## config.mk

```make
export PLATFORM = sky130hd
export DESIGN_NAME = bitstring_realign_framer
export DESIGN_NICKNAME = d
export VERILOG_FILES = /design/src/hdl/brf_pkg.sv /design/src/hdl/brf_front.sv /design/src/hdl/brf_queue.sv /design/src/hdl/brf_back.sv /design/src/hdl/bitstring_realign_framer.sv
export SDC_FILE = /design/constraint.sdc
export NUM_CORES = 1
export LEC_CHECK = 0
export ABC_AREA = 1
export BUFFER_PORTS_ARGS = -buffer_cell sky130_fd_sc_hd__buf_4
export CORE_AREA = 2 2 244 246
export CTS_CLUSTER_DIAMETER = 200
export DETAILED_ROUTE_END_ITERATION = 8
export DIE_AREA = 0 0 246 248
export PLACE_DENSITY_LB_ADDON = 0.08
export SYNTH_ARGS = -nofsm -noshare
export SYNTH_HDL_FRONTEND = slang
export SYNTH_SLANG_ARGS = --single-unit
```

## constraint.sdc

```tcl
create_clock -name clk_i -period 11.8 [get_ports clk_i]
set_input_delay 0 -clock clk_i [delete_from_list [all_inputs] [get_ports clk_i]]
set_output_delay 0 -clock clk_i [all_outputs]
set_load 0.1 [all_outputs]
```

## src/hdl/brf_pkg.sv

```systemverilog
// ----------------------------------------------------------------------------
// brf_pkg
// Shared types, codes and helpers of the bit string realigning framer.
// ----------------------------------------------------------------------------
package brf_pkg;

  localparam int unsigned QUEUE_DEPTH = 4;

  // input operation codes
  localparam logic OP_START = 1'b0;
  localparam logic OP_BYTE  = 1'b1;

  // configuration register indexes
  localparam logic [1:0] REG_BIT_OFFSET     = 2'd0;
  localparam logic [1:0] REG_BIT_COUNT      = 2'd1;
  localparam logic [1:0] REG_BINARY_TAG     = 2'd2;
  localparam logic [1:0] REG_BIT_BINARY_TAG = 2'd3;

  localparam logic [7:0] BINARY_TAG_RST     = 8'd109;
  localparam logic [7:0] BIT_BINARY_TAG_RST = 8'd77;
  localparam logic [7:0] BYTE_MASK          = 8'hff;

  // header byte positions
  localparam logic [2:0] HDR_TAG  = 3'd0;
  localparam logic [2:0] HDR_LEN3 = 3'd1;
  localparam logic [2:0] HDR_LEN2 = 3'd2;
  localparam logic [2:0] HDR_LEN1 = 3'd3;
  localparam logic [2:0] HDR_LEN0 = 3'd4;
  localparam logic [2:0] HDR_REM  = 3'd5;

  typedef struct packed {
    logic       op;
    logic [7:0] src_byte;
  } brf_in_t;

  typedef struct packed {
    logic [7:0] out_byte;
    logic       is_header;
    logic       last;
  } brf_out_t;

  // one queued request for the back end: a header or one or two payload bytes
  typedef struct packed {
    logic        is_hdr;
    logic [7:0]  byte0;
    logic [7:0]  byte1;
    logic        two;
    logic        last;
    logic [29:0] count;
    logic [2:0]  rem;
  } brf_cmd_t;

  typedef struct packed {
    logic full;
    logic empty;
  } brf_fifo_status_t;

  function automatic logic [7:0] tail_mask(input logic [2:0] rem);
    logic [7:0] m;
    if (rem == 3'd0) begin
      m = BYTE_MASK;
    end else begin
      m = BYTE_MASK << (4'd8 - {1'b0, rem});
    end
    return m;
  endfunction

endpackage

```

## src/hdl/brf_front.sv

```systemverilog
// ----------------------------------------------------------------------------
// brf_front
// Configuration registers, request classification and frame bookkeeping;
// turns each accepted request into at most one queued back-end command.
// ----------------------------------------------------------------------------
module brf_front (
  input  logic              clk_i,
  input  logic              rst_ni,
  input  logic              cfg_we_i,
  input  logic [1:0]        cfg_idx_i,
  input  logic [31:0]       cfg_wdata_i,
  input  logic              accept_i,
  input  brf_pkg::brf_in_t  in_i,
  output logic              push_o,
  output brf_pkg::brf_cmd_t cmd_o
);

  logic [31:0] bit_offset_q;
  logic [31:0] bit_count_q;
  logic [7:0]  binary_tag_q;
  logic [7:0]  bit_binary_tag_q;

  logic [7:0]  prev_q, prev_d;
  logic [28:0] skip_q, skip_d;
  logic [29:0] out_left_q, out_left_d;
  logic        have_prev_q, have_prev_d;
  logic        active_q, active_d;

  always_ff @(posedge clk_i or negedge rst_ni) begin
    if (!rst_ni) begin
      bit_offset_q     <= '0;
      bit_count_q      <= '0;
      binary_tag_q     <= brf_pkg::BINARY_TAG_RST;
      bit_binary_tag_q <= brf_pkg::BIT_BINARY_TAG_RST;
    end else if (cfg_we_i) begin
      case (cfg_idx_i)
        brf_pkg::REG_BIT_OFFSET:     bit_offset_q     <= cfg_wdata_i;
        brf_pkg::REG_BIT_COUNT:      bit_count_q      <= cfg_wdata_i;
        brf_pkg::REG_BINARY_TAG:     binary_tag_q     <= cfg_wdata_i[7:0];
        brf_pkg::REG_BIT_BINARY_TAG: bit_binary_tag_q <= cfg_wdata_i[7:0];
        default: ;
      endcase
    end
  end

  always_comb begin
    logic [2:0]  s;
    logic [2:0]  rem;
    logic [7:0]  mask;
    logic [3:0]  used;
    logic [32:0] sum;
    logic [29:0] bytes;
    logic [29:0] ol;
    logic [7:0]  v0, v1;
    logic        e0, e1, fin0;

    s     = bit_offset_q[2:0];
    rem   = bit_count_q[2:0];
    mask  = brf_pkg::tail_mask(rem);
    used  = (rem == 3'd0) ? 4'd8 : {1'b0, rem};
    sum   = {1'b0, bit_count_q} + 33'd7;
    bytes = sum[32:3];
    ol    = out_left_q;
    v0    = '0;
    v1    = '0;
    e0    = 1'b0;
    e1    = 1'b0;
    fin0  = 1'b0;

    prev_d      = prev_q;
    skip_d      = skip_q;
    out_left_d  = out_left_q;
    have_prev_d = have_prev_q;
    active_d    = active_q;
    push_o      = 1'b0;
    cmd_o       = '0;

    if (accept_i) begin
      if (in_i.op == brf_pkg::OP_START) begin
        push_o       = 1'b1;
        cmd_o.is_hdr = 1'b1;
        cmd_o.byte0  = (rem != 3'd0) ? bit_binary_tag_q : binary_tag_q;
        cmd_o.count  = bytes;
        cmd_o.rem    = rem;
        cmd_o.last   = (bytes == '0);
        skip_d       = bit_offset_q[31:3];
        out_left_d   = bytes;
        prev_d       = '0;
        have_prev_d  = 1'b0;
        active_d     = (bytes != '0);
      end else if (active_q && out_left_q != '0) begin
        if (skip_q != '0) begin
          skip_d = skip_q - 29'd1;
        end else begin
          if (s == 3'd0) begin
            e0   = 1'b1;
            v0   = in_i.src_byte;
            fin0 = (ol == 30'd1);
          end else begin
            e0   = have_prev_q;
            v0   = (prev_q << s) | (in_i.src_byte >> (4'd8 - {1'b0, s}));
            fin0 = have_prev_q && (ol == 30'd1);
            if (have_prev_q) begin
              ol = ol - 30'd1;
            end
            if (!fin0) begin
              prev_d      = in_i.src_byte;
              have_prev_d = 1'b1;
              e1 = (ol == 30'd1) && (({1'b0, s} + used) <= 4'd8);
              v1 = in_i.src_byte << s;
            end
          end
          if (fin0) begin
            v0 = v0 & mask;
          end
          if (e1) begin
            v1 = v1 & mask;
          end
          out_left_d = out_left_q - {29'd0, e0} - {29'd0, e1};
          if (fin0 || e1) begin
            active_d = 1'b0;
          end
          push_o     = e0 || e1;
          cmd_o.last = fin0 || e1;
          if (e0) begin
            cmd_o.byte0 = v0;
            cmd_o.byte1 = v1;
            cmd_o.two   = e1;
          end else begin
            cmd_o.byte0 = v1;
          end
        end
      end
    end
  end

  always_ff @(posedge clk_i or negedge rst_ni) begin
    if (!rst_ni) begin
      prev_q      <= '0;
      skip_q      <= '0;
      out_left_q  <= '0;
      have_prev_q <= 1'b0;
      active_q    <= 1'b0;
    end else begin
      prev_q      <= prev_d;
      skip_q      <= skip_d;
      out_left_q  <= out_left_d;
      have_prev_q <= have_prev_d;
      active_q    <= active_d;
    end
  end

  assert property (@(posedge clk_i) disable iff (!rst_ni)
    active_q == (out_left_q != '0))
    else $error("frame active flag disagrees with remaining byte count");

  assert property (@(posedge clk_i) disable iff (!rst_ni)
    (push_o && !cmd_o.is_hdr && cmd_o.two) |-> cmd_o.last)
    else $error("double payload request that does not close the frame");

endmodule

```

## src/hdl/brf_queue.sv

```systemverilog
// ----------------------------------------------------------------------------
// brf_queue
// Small request queue between the front and back ends.
// ----------------------------------------------------------------------------
module brf_queue #(
  parameter int unsigned DEPTH = brf_pkg::QUEUE_DEPTH
) (
  input  logic                      clk_i,
  input  logic                      rst_ni,
  input  logic                      push_i,
  input  brf_pkg::brf_cmd_t         cmd_i,
  input  logic                      pop_i,
  output brf_pkg::brf_cmd_t         head_o,
  output brf_pkg::brf_fifo_status_t status_o
);

  localparam int unsigned PW = (DEPTH > 1) ? $clog2(DEPTH) : 1;
  localparam int unsigned CW = $clog2(DEPTH + 1);
  localparam logic [PW-1:0] LAST_PTR = PW'(DEPTH - 1);
  localparam logic [CW-1:0] FULL_CNT = CW'(DEPTH);

  brf_pkg::brf_cmd_t mem_q [DEPTH];
  logic [PW-1:0] wr_ptr_q, rd_ptr_q;
  logic [CW-1:0] cnt_q;

  always_ff @(posedge clk_i) begin
    if (push_i) begin
      mem_q[wr_ptr_q] <= cmd_i;
    end
  end

  always_ff @(posedge clk_i or negedge rst_ni) begin
    if (!rst_ni) begin
      wr_ptr_q <= '0;
      rd_ptr_q <= '0;
      cnt_q    <= '0;
    end else begin
      if (push_i) begin
        wr_ptr_q <= (wr_ptr_q == LAST_PTR) ? '0 : wr_ptr_q + PW'(1);
      end
      if (pop_i) begin
        rd_ptr_q <= (rd_ptr_q == LAST_PTR) ? '0 : rd_ptr_q + PW'(1);
      end
      if (push_i && !pop_i) begin
        cnt_q <= cnt_q + CW'(1);
      end else if (pop_i && !push_i) begin
        cnt_q <= cnt_q - CW'(1);
      end
    end
  end

  assign head_o         = mem_q[rd_ptr_q];
  assign status_o.full  = (cnt_q == FULL_CNT);
  assign status_o.empty = (cnt_q == '0);

  assert property (@(posedge clk_i) disable iff (!rst_ni)
    push_i |-> !status_o.full)
    else $error("push into full queue");

  assert property (@(posedge clk_i) disable iff (!rst_ni)
    pop_i |-> !status_o.empty)
    else $error("pop from empty queue");

endmodule

```

## src/hdl/brf_back.sv

```systemverilog
// ----------------------------------------------------------------------------
// brf_back
// Expands queued requests into framed output bytes, one per cycle while the
// output is not stalled, through an output register.
// ----------------------------------------------------------------------------
module brf_back (
  input  logic                      clk_i,
  input  logic                      rst_ni,
  input  brf_pkg::brf_cmd_t         head_i,
  input  brf_pkg::brf_fifo_status_t status_i,
  output logic                      pop_o,
  output logic                      out_valid_o,
  input  logic                      out_stall_i,
  output brf_pkg::brf_out_t         out_o
);

  logic [2:0]        idx_q;
  logic              out_valid_q;
  brf_pkg::brf_out_t out_q;
  brf_pkg::brf_out_t cur;
  logic [2:0]        final_idx;
  logic              load;

  always_comb begin
    cur = '0;
    if (head_i.is_hdr) begin
      final_idx     = (head_i.rem != 3'd0) ? brf_pkg::HDR_REM : brf_pkg::HDR_LEN0;
      cur.is_header = 1'b1;
      cur.last      = (idx_q == brf_pkg::HDR_LEN0) && head_i.last;
      case (idx_q)
        brf_pkg::HDR_TAG:  cur.out_byte = head_i.byte0;
        brf_pkg::HDR_LEN3: cur.out_byte = {2'b00, head_i.count[29:24]};
        brf_pkg::HDR_LEN2: cur.out_byte = head_i.count[23:16];
        brf_pkg::HDR_LEN1: cur.out_byte = head_i.count[15:8];
        brf_pkg::HDR_LEN0: cur.out_byte = head_i.count[7:0];
        brf_pkg::HDR_REM:  cur.out_byte = {5'd0, head_i.rem};
        default:           cur.out_byte = '0;
      endcase
    end else begin
      final_idx    = head_i.two ? 3'd1 : 3'd0;
      cur.out_byte = (idx_q == 3'd0) ? head_i.byte0 : head_i.byte1;
      cur.last     = (idx_q == final_idx) && head_i.last;
    end
  end

  assign load  = !status_i.empty && (!out_valid_q || !out_stall_i);
  assign pop_o = load && (idx_q == final_idx);

  always_ff @(posedge clk_i or negedge rst_ni) begin
    if (!rst_ni) begin
      idx_q       <= '0;
      out_valid_q <= 1'b0;
    end else begin
      if (load) begin
        out_valid_q <= 1'b1;
        idx_q       <= pop_o ? 3'd0 : idx_q + 3'd1;
      end else if (!out_stall_i) begin
        out_valid_q <= 1'b0;
      end
    end
  end

  always_ff @(posedge clk_i) begin
    if (load) begin
      out_q <= cur;
    end
  end

  assign out_valid_o = out_valid_q;
  assign out_o       = out_q;

  assert property (@(posedge clk_i) disable iff (!rst_ni)
    (idx_q != 3'd0) |-> !status_i.empty)
    else $error("request expansion in progress with empty queue");

  assert property (@(posedge clk_i) disable iff (!rst_ni)
    idx_q <= brf_pkg::HDR_REM)
    else $error("byte position beyond header length");

endmodule

```

## src/hdl/bitstring_realign_framer.sv

```systemverilog
// ----------------------------------------------------------------------------
// bitstring_realign_framer
// Frames a bit string found at any bit offset of a source byte stream.
// ----------------------------------------------------------------------------
// A start request emits a five or six byte header (tag, 32-bit big-endian
// byte count, used bits of the last byte); source byte requests are dropped
// up to the byte offset, then realigned by the bit offset and emitted MSB
// first with the last byte masked. Input requests are taken one per cycle
// while the QUEUE_DEPTH-entry request queue has room; a start becomes five or
// six output bytes and a source byte zero to two, and the output register
// delivers one byte per cycle unless stalled, so output bandwidth sets the
// sustained rate. Requests pass the queue and then the output register.
module bitstring_realign_framer #(
  parameter int unsigned QUEUE_DEPTH = brf_pkg::QUEUE_DEPTH
) (
  input  logic              clk_i,
  input  logic              rst_ni,
  input  logic              cfg_we_i,
  input  logic [1:0]        cfg_idx_i,
  input  logic [31:0]       cfg_wdata_i,
  input  logic              in_valid_i,
  output logic              in_stall_o,
  input  brf_pkg::brf_in_t  in_i,
  output logic              out_valid_o,
  input  logic              out_stall_i,
  output brf_pkg::brf_out_t out_o
);

  brf_pkg::brf_cmd_t         push_cmd;
  brf_pkg::brf_cmd_t         head;
  brf_pkg::brf_fifo_status_t status;
  logic                      push;
  logic                      pop;
  logic                      accept;

  assign in_stall_o = status.full;
  assign accept     = in_valid_i && !status.full;

  brf_front u_front (
    .clk_i       (clk_i),
    .rst_ni      (rst_ni),
    .cfg_we_i    (cfg_we_i),
    .cfg_idx_i   (cfg_idx_i),
    .cfg_wdata_i (cfg_wdata_i),
    .accept_i    (accept),
    .in_i        (in_i),
    .push_o      (push),
    .cmd_o       (push_cmd)
  );

  brf_queue #(
    .DEPTH (QUEUE_DEPTH)
  ) u_queue (
    .clk_i    (clk_i),
    .rst_ni   (rst_ni),
    .push_i   (push),
    .cmd_i    (push_cmd),
    .pop_i    (pop),
    .head_o   (head),
    .status_o (status)
  );

  brf_back u_back (
    .clk_i       (clk_i),
    .rst_ni      (rst_ni),
    .head_i      (head),
    .status_i    (status),
    .pop_o       (pop),
    .out_valid_o (out_valid_o),
    .out_stall_i (out_stall_i),
    .out_o       (out_o)
  );

endmodule
```

---- Yosys cells after proc, flatten, opt, wreduce, memory -nomap -nowiden ----
Memory sizes are Yosys's and may differ from the RTL's.
Index checks and enable logic that the tools add are counted.
word-level totals
  bits in latches ......................... 0
  output and inout bits ................... 12
  ROM bits ................................ 0
  memory bits (writable) .................. 208
  register bits after elaboration ......... 170
  input port bits ......................... 48
  logic and storage cells ................. 189
  memories kept ........................... 1
memory list
  name           depth  width  rd ports  clocked after memory_dff  write ports  line             source
  u_queue.mem_q  4      52     1         0                         1            brf_queue.sv:22  brf_pkg::brf_cmd_t mem_q [DEPTH];
cells by class
  eq/ne operators ......................... 22
  bitwise operators ....................... 3
  multiply operators ...................... 0
  $lt $le $gt $ge ......................... 1
  shift-type cells ........................ 4
  div/mod/pow operators ................... 0
  reductions and logical operators ........ 39
  add/subtract/negate cells ............... 13
  mux-type cells .......................... 89
operator list
  kind                     count
  $mux W30                 9
  $mux W8                  24
  $mux W29                 3
  $eq A30 B1 Y1 const B    2
  $reduce_bool A30 Y1      2
  $sub A30 B1 Y30          2
  $mux W52                 1
  $pmux W8 S6              1
  $mux W1                  39
  $mux W18                 2
  $add A32 B3 Y33 const B  1
  $mux W33                 1
  $logic_not A30 Y1        1
  $sub A30 B1 Y30 const B  1
  $reduce_bool A29 Y1      1
  $sub A29 B1 Y29 const B  1
  $mux W9                  2
  $and A8 B8 Y8            2
  $shl A8 B3 Y8            2
  $logic_not A3 Y1         4
  $mux W3                  4
  $logic_and A1 B1 Y1      10
  $eq A3 B3 Y1 const B     3
  $eq A2 B2 Y1 const B     4
  other kinds (26)         49

---- Depth between registers and ports, before layout ----
Gate-level depths: netlist of run 1.
  depth in word-level cells ............... 24
  gate-level depth with buffers ........... 30
  depth with buffers taken out ............ 29

---- Modules after synthesis ----
From an unflattened synthesis of run 1, not the netlist that was laid out.
unflattened totals
  cells, all modules ...................... 2500
  area total of the unflattened synthesis .. 20961.4 um^2
by module, submodules not included
  module                    instances  area an instance (um^2)  cells an instance  sequential area each (um^2)
  brf_front                 1          11160.7                  1666               3739.8
  brf_queue                 1          8662.1                   658                6421.2
  brf_back                  1          1128.6                   174                400.4
  bitstring_realign_framer  1          10.0                     2                  0.0

---- Worst setup path before layout of run 1 ----
No wires, ideal clock.
  path kind ............................... reg-to-reg
  start point ............................. register u_front.bit_count_q[1]
  end point ............................... memory u_queue.mem_q[0][0] (netlist name), enable pin
  clock period less this slack ............ 5616 ps
  library setup time ...................... 462 ps
  data required time ...................... 11338 ps
  stages on the path, launching flop included .. 21
  path buffers ............................ 2
  path slack .............................. 6184 ps
  data arrival time ....................... 5154 ps
  path through ............................ dfrtp_1 -> inv_1 -> ha_1 -> ha_1 -> clkbuf_1 -> clkbuf_1 -> nor2_1 -> ha_1 -> inv_1 -> fa_1 -> inv_1 -> a21oi_1 -> o211ai_1 -> nand3_1 -> nand3_1 -> nor3b_1 -> nand3_1 -> ha_1 -> inv_1 -> a21oi_2 -> nor2_1
between the ends
  longest elaborated chain between the ends .. 18
ends and longest elaborated chain
  what                               line              source
  start: declaration                 brf_front.sv:19   logic [31:0] bit_count_q;
  start signal: assignment           brf_front.sv:38   brf_pkg::REG_BIT_COUNT: bit_count_q <= cfg_wdata_i;
  $logic_not A3 Y1                   brf_front.sv:60   used = (rem == 3'd0) ? 4'd8 : {1'b0, rem};
  $mux W4 (*)                        brf_front.sv:60
  $add A3 B4 Y4 (*)                  brf_front.sv:109  e1 = (ol == 30'd1) && (({1'b0, s} + used) <= 4'd8);
  $le A4 B4 Y1 (*)                   brf_front.sv:109
  $logic_and A1 B1 Y1 (*)            brf_front.sv:109
  $mux W1 (*)                        brf_front.sv:106  if (!fin0) begin
  $mux W1 (*)                        brf_front.sv:95   if (s == 3'd0) begin
  $mux W1 (*)                        brf_front.sv:92   if (skip_q != '0) begin
  [... 2 more ...]                   n/a
  $mux W1 (*)                        brf_front.sv:78   if (accept_i) begin
  $logic_or A1 B1 Y1 (*)             brf_front.sv:123  push_o = e0 || e1;
  $mux W1 (*)                        brf_front.sv:92
  $mux W1 (*)                        brf_front.sv:91   end else if (active_q && out_left_q != '0) begin
  $mux W1 (*)                        brf_front.sv:79   if (in_i.op == brf_pkg::OP_START) begin
  $mux W1 (*)                        brf_front.sv:78
  $mux W1 (*)                        brf_queue.sv:27   if (push_i) begin
  $mux W1 (not written as such) (*)  brf_queue.sv:28   mem_q[wr_ptr_q] <= cmd_i;
  end: declaration                   brf_queue.sv:22
Every way passes the cells marked *; elsewhere a longest branch is shown, timed or not. The select of a mux whose other input is x is not followed.

---- Worst setup path after layout of run 1 ----
  start point ............................. register u_front.bit_offset_q[0]
  end point ............................... register u_front.out_left_q[17]
between the ends
  longest elaborated chain between the ends .. 13
  elaborated cells between the ends (all ways) .. 20
  those cells by class .................... 3 x add/sub; 1 x order compare; 14 x mux; 2 x reduce/logical
ends and longest elaborated chain
  what                      line              source
  start: declaration        brf_front.sv:18   logic [31:0] bit_offset_q;
  start signal: assignment  brf_front.sv:37   brf_pkg::REG_BIT_OFFSET: bit_offset_q <= cfg_wdata_i;
  $add A3 B4 Y4             brf_front.sv:109
  $le A4 B4 Y1              brf_front.sv:109
  $logic_and A1 B1 Y1       brf_front.sv:109
  $mux W1                   brf_front.sv:106
  $mux W1                   brf_front.sv:95
  $mux W1                   brf_front.sv:92
  $mux W1                   brf_front.sv:91
  $mux W1                   brf_front.sv:79
  $mux W1                   brf_front.sv:78
  $sub A30 B1 Y30 (*)       brf_front.sv:119  out_left_d = out_left_q - {29'd0, e0} - {29'd0, e1};
  $mux W30 (*)              brf_front.sv:92
  $mux W30 (*)              brf_front.sv:91
  $mux W30 (*)              brf_front.sv:79
  end signal: assignment    brf_front.sv:147  out_left_q <= out_left_d;
  end: declaration          brf_front.sv:25   logic [29:0] out_left_q, out_left_d;
Marked as above.
A chain may end at the register's enable or synchronous reset.

==> flow_metrics.tcl, run 1 <==
set metrics [dict create \
    status "finished clean" \
    cts_made_buffers 46 \
    placement.io_buffers 59 \
    maxSlewViolCount 0 \
    post-route-drc-count 0 \
    grt_start_max_net_pins 80 \
    clock-root-buffer "clkbuf_16" \
    clock_latency_ps 590 \
    max_slew.worst_pin.slew_ps 1050 \
    clock.fmax_ghz 0.174 \
    count_of_flip_flops_with_a_built_in_enable_after_synthesis 218 \
    post_synth_and_or_nand_nor_area_fraction_pct 22.4 \
    final.fill_count 5956 \
    worst_min_path_class "in2reg" \
    critPathMaxFanout 23 \
    count_of_instances_resized_after_the_clock_tree_is_built 0 \
    fin_worst_skew_ps 16.6 \
    post-layout-total-power_mw 5.37 \
    cp_common_cell "nor2_1" \
    worst_setup_path_end_kind "register" \
    critical_path.top_delay_family "simple AND/OR/NAND/NOR gates" \
    floorplan.initialDensity_pct 34.7 \
    cts_post_setup_buffers_inserted 0 \
    layout_cells_sized_above_1_pct 10.7 \
    ios 60 \
    cp_cell_sequence "clkinv_1 > ha_1 > ha_1 > nor2_1 > nor2_4 > nor2_4 > nand4_1 > nor2_1 > nand3_1 > inv_1 > fa_1 > ha_1 > nor2_1 > nand3_1 > nor2_1 > inv_1 > nor2_1 > nand2_1 > nor2_1 > xor2_1 > a21oi_1 > a21oi_2" \
    multi_input_area_um2 8440 \
    detailedRoute.firstPassIterationCount 5 \
    via_per_inst 5.15 \
    rsz0062_at_grt "false" \
    peakVddDrop_v 0.000173 \
    mappedNetlistArea_um2 20300 \
    grt_pass1_wl_um 100000 \
    powerDensity_nw_per_um2 228 \
    fin_nets 2536 \
    report.final.setup_viol 0 \
    finalCriticalPeriod_ps 5760 \
    sequential_cell_area_fraction_in_the_yosys_report_pct 52.1 \
    grt_util_all_layers_pct 21.7 \
    timing_hold_violations_final 0 \
    cts_tree "built" \
    layout_overhead_on_the_synthesized_area_pct 15.9 \
    dr_total_vias 16800 \
    layout_commonest_cell "nand2_1" \
    via_count_of_the_first_global_routing_pass 16100 \
    synth_ff_type "edfxtp_1" \
    synthesized_instance_count 2373 \
    dieArea_um2 61000 \
    globalRoute.totalOverflow 0 \
    finalSetupTns_ps 0 \
    worstSetupPathType "reg2reg" \
    synth_async_sr_flop_share_pct 42.3 \
    place_inst 3133 \
    worst_setup_hold_path_clk_slew_ps 60 \
    chipHeight_um 248 \
    drt-initial-drc-count 1064 \
    crit_arrival_ps 6270 \
    drt-wirelength-per-cell_um 20.3 \
    place_worst_setup_slack_ps 6060 \
    die_x_um 246 \
    setup_ws_ps 6040 \
    cp.buffers_inverters 3 \
    synth_top_family_by_area "simple AND/OR/NAND/NOR gates" \
    dpl.hpwl_um 46500 \
    xor_xnor_fraction_of_synth_area_pct 3.02 \
    layout_common_cells "495 x nand2_1, 333 x nor2_1, 270 x o21ai_0" \
    synth_cell_types 63 \
    globalplace.congestion 0.904 \
    routed_wirelength_um 66200 \
    leakage_nw 9.69 \
    core_area_um2 58500 \
    postSynthRegisterBits 378 \
    startpoint_type "register" \
    layout.area.seq_um2 10600 \
    cts_hold_buffers 49 \
    slowest_delay_ps 790 \
    synth.avg_cell_area_um2 8.55 \
    antenna_left 0 \
    multiplexer_share_of_the_synthesized_area_pct 0.0555 \
    layout.cells.non_filler 3268 \
    maxCapViolations 0 \
    period_share_pct 48.8 \
    synth.net_count 2452 \
    synth-compound-area-share_pct 14.0 \
    max-slew-margin-rel_pct 29.7 \
    antennaDiodeCount 0 \
    yosys_warnings 0 \
    cp_data_required_time_ps 12320 \
    cts_max_level 2 \
    rows 89 \
    cpMaxStageDelayCell "dfrtp_1" \
    cts_sinks 378 \
    initial_antenna_violation_count 0 \
    clk_path_buf_depth 3 \
    synth-adder-area-share_pct 2.02 \
]
-- power breakdown --
part           total (mW)  internal (mW)  switching [mW]
registers            1.95           1.69           0.259
clock network        1.44          0.846           0.599
logic                1.98          0.578            1.41
-- path summary, 6_finish.rpt --
check | start | end | slack [ps] | cells after the start
min | cfg_we_i | u_front.bit_offset_q[1] | 110 | 5
min reg2reg | u_front.bit_offset_q[20] | u_front.bit_offset_q[20] | 480 | 2
max in group asynchronous | rst_ni | u_front.skip_q[14] | 9500 | 5
max | u_front.bit_offset_q[0] | u_front.out_left_q[17] | 6040 | 22
min in group asynchronous | rst_ni | u_front.binary_tag_q[0] | 530 | 3
max reg2reg | u_front.bit_offset_q[0] | u_front.out_left_q[17] | 6040 | 22
-- worst min-delay path: cells and delay by family --
family,cells,cell delay (ps)
AOI/OAI and AO/OA,1,70
and+or+nand+nor,2,170
buffers and inverters,2,390
-- layout make-up --
cell class                 instances  area share [%]
sequential                       378            44.9
multi-input combinational       1660            35.9
clock buffer                      57            5.29
timing repair buffer             123            4.54
tap                              773            4.11
inverter                         248            3.97
clock inverter                    29            1.26
-- routing by layer --
layer	part of all wire [%]	vias up	track usage, %
met1	46	8141	29.8
met4	2.8	0	6.72
met2	46	396	35.8
met5	0	-	0
met3	4.4	108	2.90
li1	-	8173	-
-- logic make-up (layout without fill, tap and decap cells) --
kind of cell / after synthesis / in the layout
and+or+nand+nor: 1067 / 1067
AOI/OAI and AO/OA: 491 / 491
DFF: 378 / 378
adders and majority gates: 31 / 31
xor gates and xnor gates: 70 / 70
buffers and inverters: 335 / 457
muxes: 1 / 1
-- metrics by stage --
step / cell area (um^2) / util, % / hold slack, ps
after floorplan: 20300 / - / -296
after global placement: 21500 / 36.7 / -21.3
after detailed placement: 21500 / 36.7 / -23.6
after CTS: 23500 / 40.2 / 101
after global routing: 23500 / 40.2 / 178
final: 23500 / 40.2 / 113
-- sequential cells by signal (all words and copies together), names as in the netlist --
signal                    count
u_queue.mem_q               208
u_front.bit_count_q          32
u_front.bit_offset_q         32
u_front.out_left_q           30
u_front.skip_q               29
u_back.out_o                 10
u_front.binary_tag_q          8
u_front.bit_binary_tag_q      8
u_front.prev_q                8
u_back.idx_q                  3
u_queue.cnt_q                 3
u_queue.rd_ptr_q              2
u_queue.wr_ptr_q              2
u_back.out_valid_o            1
u_front.active_q              1
u_front.have_prev_q           1
-- Yosys cell counts (22+ instances only) --
master | number | share of area [%]
edfxtp_1 | 218 | 32
clkbuf_1 | 64 | 1.2
dfrtp_1 | 151 | 19
nand2_1 | 497 | 9.2
inv_2 | 30 | 0.56
nand3_1 | 126 | 3.1
a21oi_1 | 59 | 1.5
o22ai_1 | 51 | 1.6
nor2_1 | 337 | 6.2
inv_1 | 213 | 3.9
o21ai_0 | 270 | 6.7
ha_1 | 28 | 1.7
nand4_1 | 22 | 0.68
xor2_1 | 60 | 2.6
(Power assumes the default switching activity.)
==> run 2, diff against run 1 <==
==> constraint.sdc (replaced) <==
create_clock -name clk_i -period 5.4 [get_ports clk_i]
set_input_delay 0 -clock clk_i [delete_from_list [all_inputs] [get_ports clk_i]]
set_output_delay 0 -clock clk_i [all_outputs]
set_load 0.1 [all_outputs]
==> run 2 against run 1 <==
  * Routed wire length increased by 0.40%
  * Non-clock buffer count increased by 7
  * Cell area increased by 0.44%
  * Critical path type unchanged
  * Largest power group unchanged
  * Highest routed layer unchanged
==> flow_metrics.tcl, run 2 (synthesis results as in run 1) <==
set metrics [dict create \
    worst_hold_slack_ps 87.4 \
    via_count_of_the_first_global_routing_pass 16400 \
    timing_hold_violations_final 0 \
    critical_path.top_delay_family "adder cells" \
    cts_max_level 2 \
    finalSetupTns_ps 0 \
    fin_worst_skew_ps 14.8 \
    layout_cells_sized_above_1_pct 11.0 \
    regToRegSetupSlack_ps 510 \
    cp.buffers_inverters 5 \
    dpl.hpwl_um 46500 \
    start_point_of_the_worst_min_delay_path "cfg_we_i" \
    maxCapViolations 0 \
    worst_min_path_class "in2reg" \
    rows 89 \
    worstSetupPathType "reg2reg" \
    critPathMaxFanout 6 \
    report.final.setup_viol 0 \
    layout_common_cells "495 x nand2_1, 332 x nor2_1, 270 x o21ai_0" \
    clock_latency_ps 590 \
    period_share_pct 90.5 \
    crit-reg2reg-launch "u_front.bit_count_q[1]" \
    worst_setup_path_end_kind "register" \
    peakVddDrop_v 0.000758 \
    cpMaxStageDelayCell "fa_1" \
    post-route-drc-count 0 \
    maxSlewViolCount 0 \
    cts_made_buffers 45 \
    layout_commonest_cell "nand2_1" \
    placement.io_buffers 59 \
    crit_path_start "u_front.bit_count_q[1]" \
    via_per_inst 5.11 \
    powerDensity_nw_per_um2 499 \
    detailedRoute.firstPassIterationCount 5 \
    max-slew-margin-rel_pct 27.7 \
    antenna_left 0 \
    drt-initial-drc-count 1151 \
    max_slew.worst_pin.slew_ps 1080 \
    floorplan.initialDensity_pct 34.7 \
    grt_pass1_wl_um 102000 \
    cp_common_cell "inv_1" \
    status "finished clean" \
    cts_sinks 378 \
    clk_path_buf_depth 3 \
    top_regs "u_queue.mem_q x208, u_front.bit_count_q x32, u_front.bit_offset_q x32" \
    cts_tree "built" \
    ios 60 \
    largest_register "u_queue.mem_q" \
    die_x_um 246 \
    drt-wirelength-per-cell_um 20.3 \
    leakage_nw 9.74 \
    cp_data_required_time_ps 5890 \
    startpoint_type "register" \
    antennaDiodeCount 0 \
    clock.fmax_ghz 0.205 \
    largest_reg_flops 208 \
    dieArea_um2 61000 \
    worst_setup_hold_path_clk_slew_ps 60 \
    finalCriticalPeriod_ps 4890 \
    globalRoute.totalOverflow 0 \
    layout_overhead_on_the_synthesized_area_pct 16.4 \
    fin_nets 2542 \
    initial_antenna_violation_count 0 \
    clock-root-buffer "clkbuf_16" \
    rsz0062_at_grt "false" \
    core_area_um2 58500 \
    crit_arrival_ps 5380 \
    grt_start_max_net_pins 123 \
    dr_total_vias 16700 \
    grt_util_all_layers_pct 22.1 \
    chipHeight_um 248 \
    globalplace.congestion 0.935 \
    routed_wirelength_um 66500 \
    slowest_delay_ps 480 \
]
## run 2: changes by cell type in the layout (fill, tap and decap cells not counted), sizes merged
cell         previous run  this run
bufinv                  4         5
dlygate4sd3            48        45
clkinv                 19        16
buf                    75        85
inv                   249       247
clkbuf                 57        60
clkinvlp                5         0
## run 2: repair_timing
item,4_1_cts,5_1_grt
setup endpoints to repair,0,7
endpoints found under the hold margin,192,0
hold buffers,46,0
gates resized for setup,0,4
buffers inserted,0,0
## run 2: worst min-delay path, delay by kind of cell
kind	cells	cell delay, ps
buf+inv	2	380
simple gates	2	170
compound gates	1	70
## run 2: path summary, 6_finish.rpt
kind,to,depth (start not counted)
min in group asynchronous,u_front.bit_binary_tag_q[0],3
hold reg to reg,u_front.bit_offset_q[14],2
setup / recovery,u_front.out_left_q[21],27
max in group asynchronous,u_front.bit_offset_q[3],4
hold / removal,u_front.bit_offset_q[1],5
setup reg to reg,u_front.out_left_q[21],27
## run 2: layer usage
layer / track usage (%) / share of wire (%) / vias up / wire length, um
li1: - / - / 8174 / -
met1: 30.1 / 46 / 8123 / 30700
met2: 38.0 / 49 / 361 / 32500
met3: 2.69 / 3.7 / 60 / 2440
met4: 4.01 / 1.2 / 0 / 821
met5: 0 / 0 / - / 0
## run 2: layout make-up
class,instances,area [um^2]
tap,773,967
timing repair buffer,130,1150
multi-input combinational,1660,8460
clock buffer,60,1270
sequential,378,10600
fill,5940,34800
inverter,248,933
clock inverter,20,267
## run 2: stage by stage
| step | instance area [um^2] | setup slack (ps) | power (mW) | instances | util [%] |
|---|---|---|---|---|---|
| after floorplan | 20300 | -216 | 7.19 | 2373 | - |
| after global placement | 21600 | 445 | 8.65 | 3143 | 36.9 |
| after detailed placement | 21600 | 328 | 8.65 | 3143 | 36.9 |
| after CTS | 23600 | 303 | 11.9 | 3269 | 40.4 |
| after global routing | 23600 | 106 | 12.6 | 3269 | 40.4 |
| final | 23600 | 511 | 11.8 | 3269 | 40.4 |
## run 2: power by group
| group | switching (mW) | internal (mW) | total (mW) |
|---|---|---|---|
| Sequential | 0.526 | 3.68 | 4.21 |
| Combinational | 3.12 | 1.29 | 4.41 |
| Clock | 1.27 | 1.90 | 3.17 |
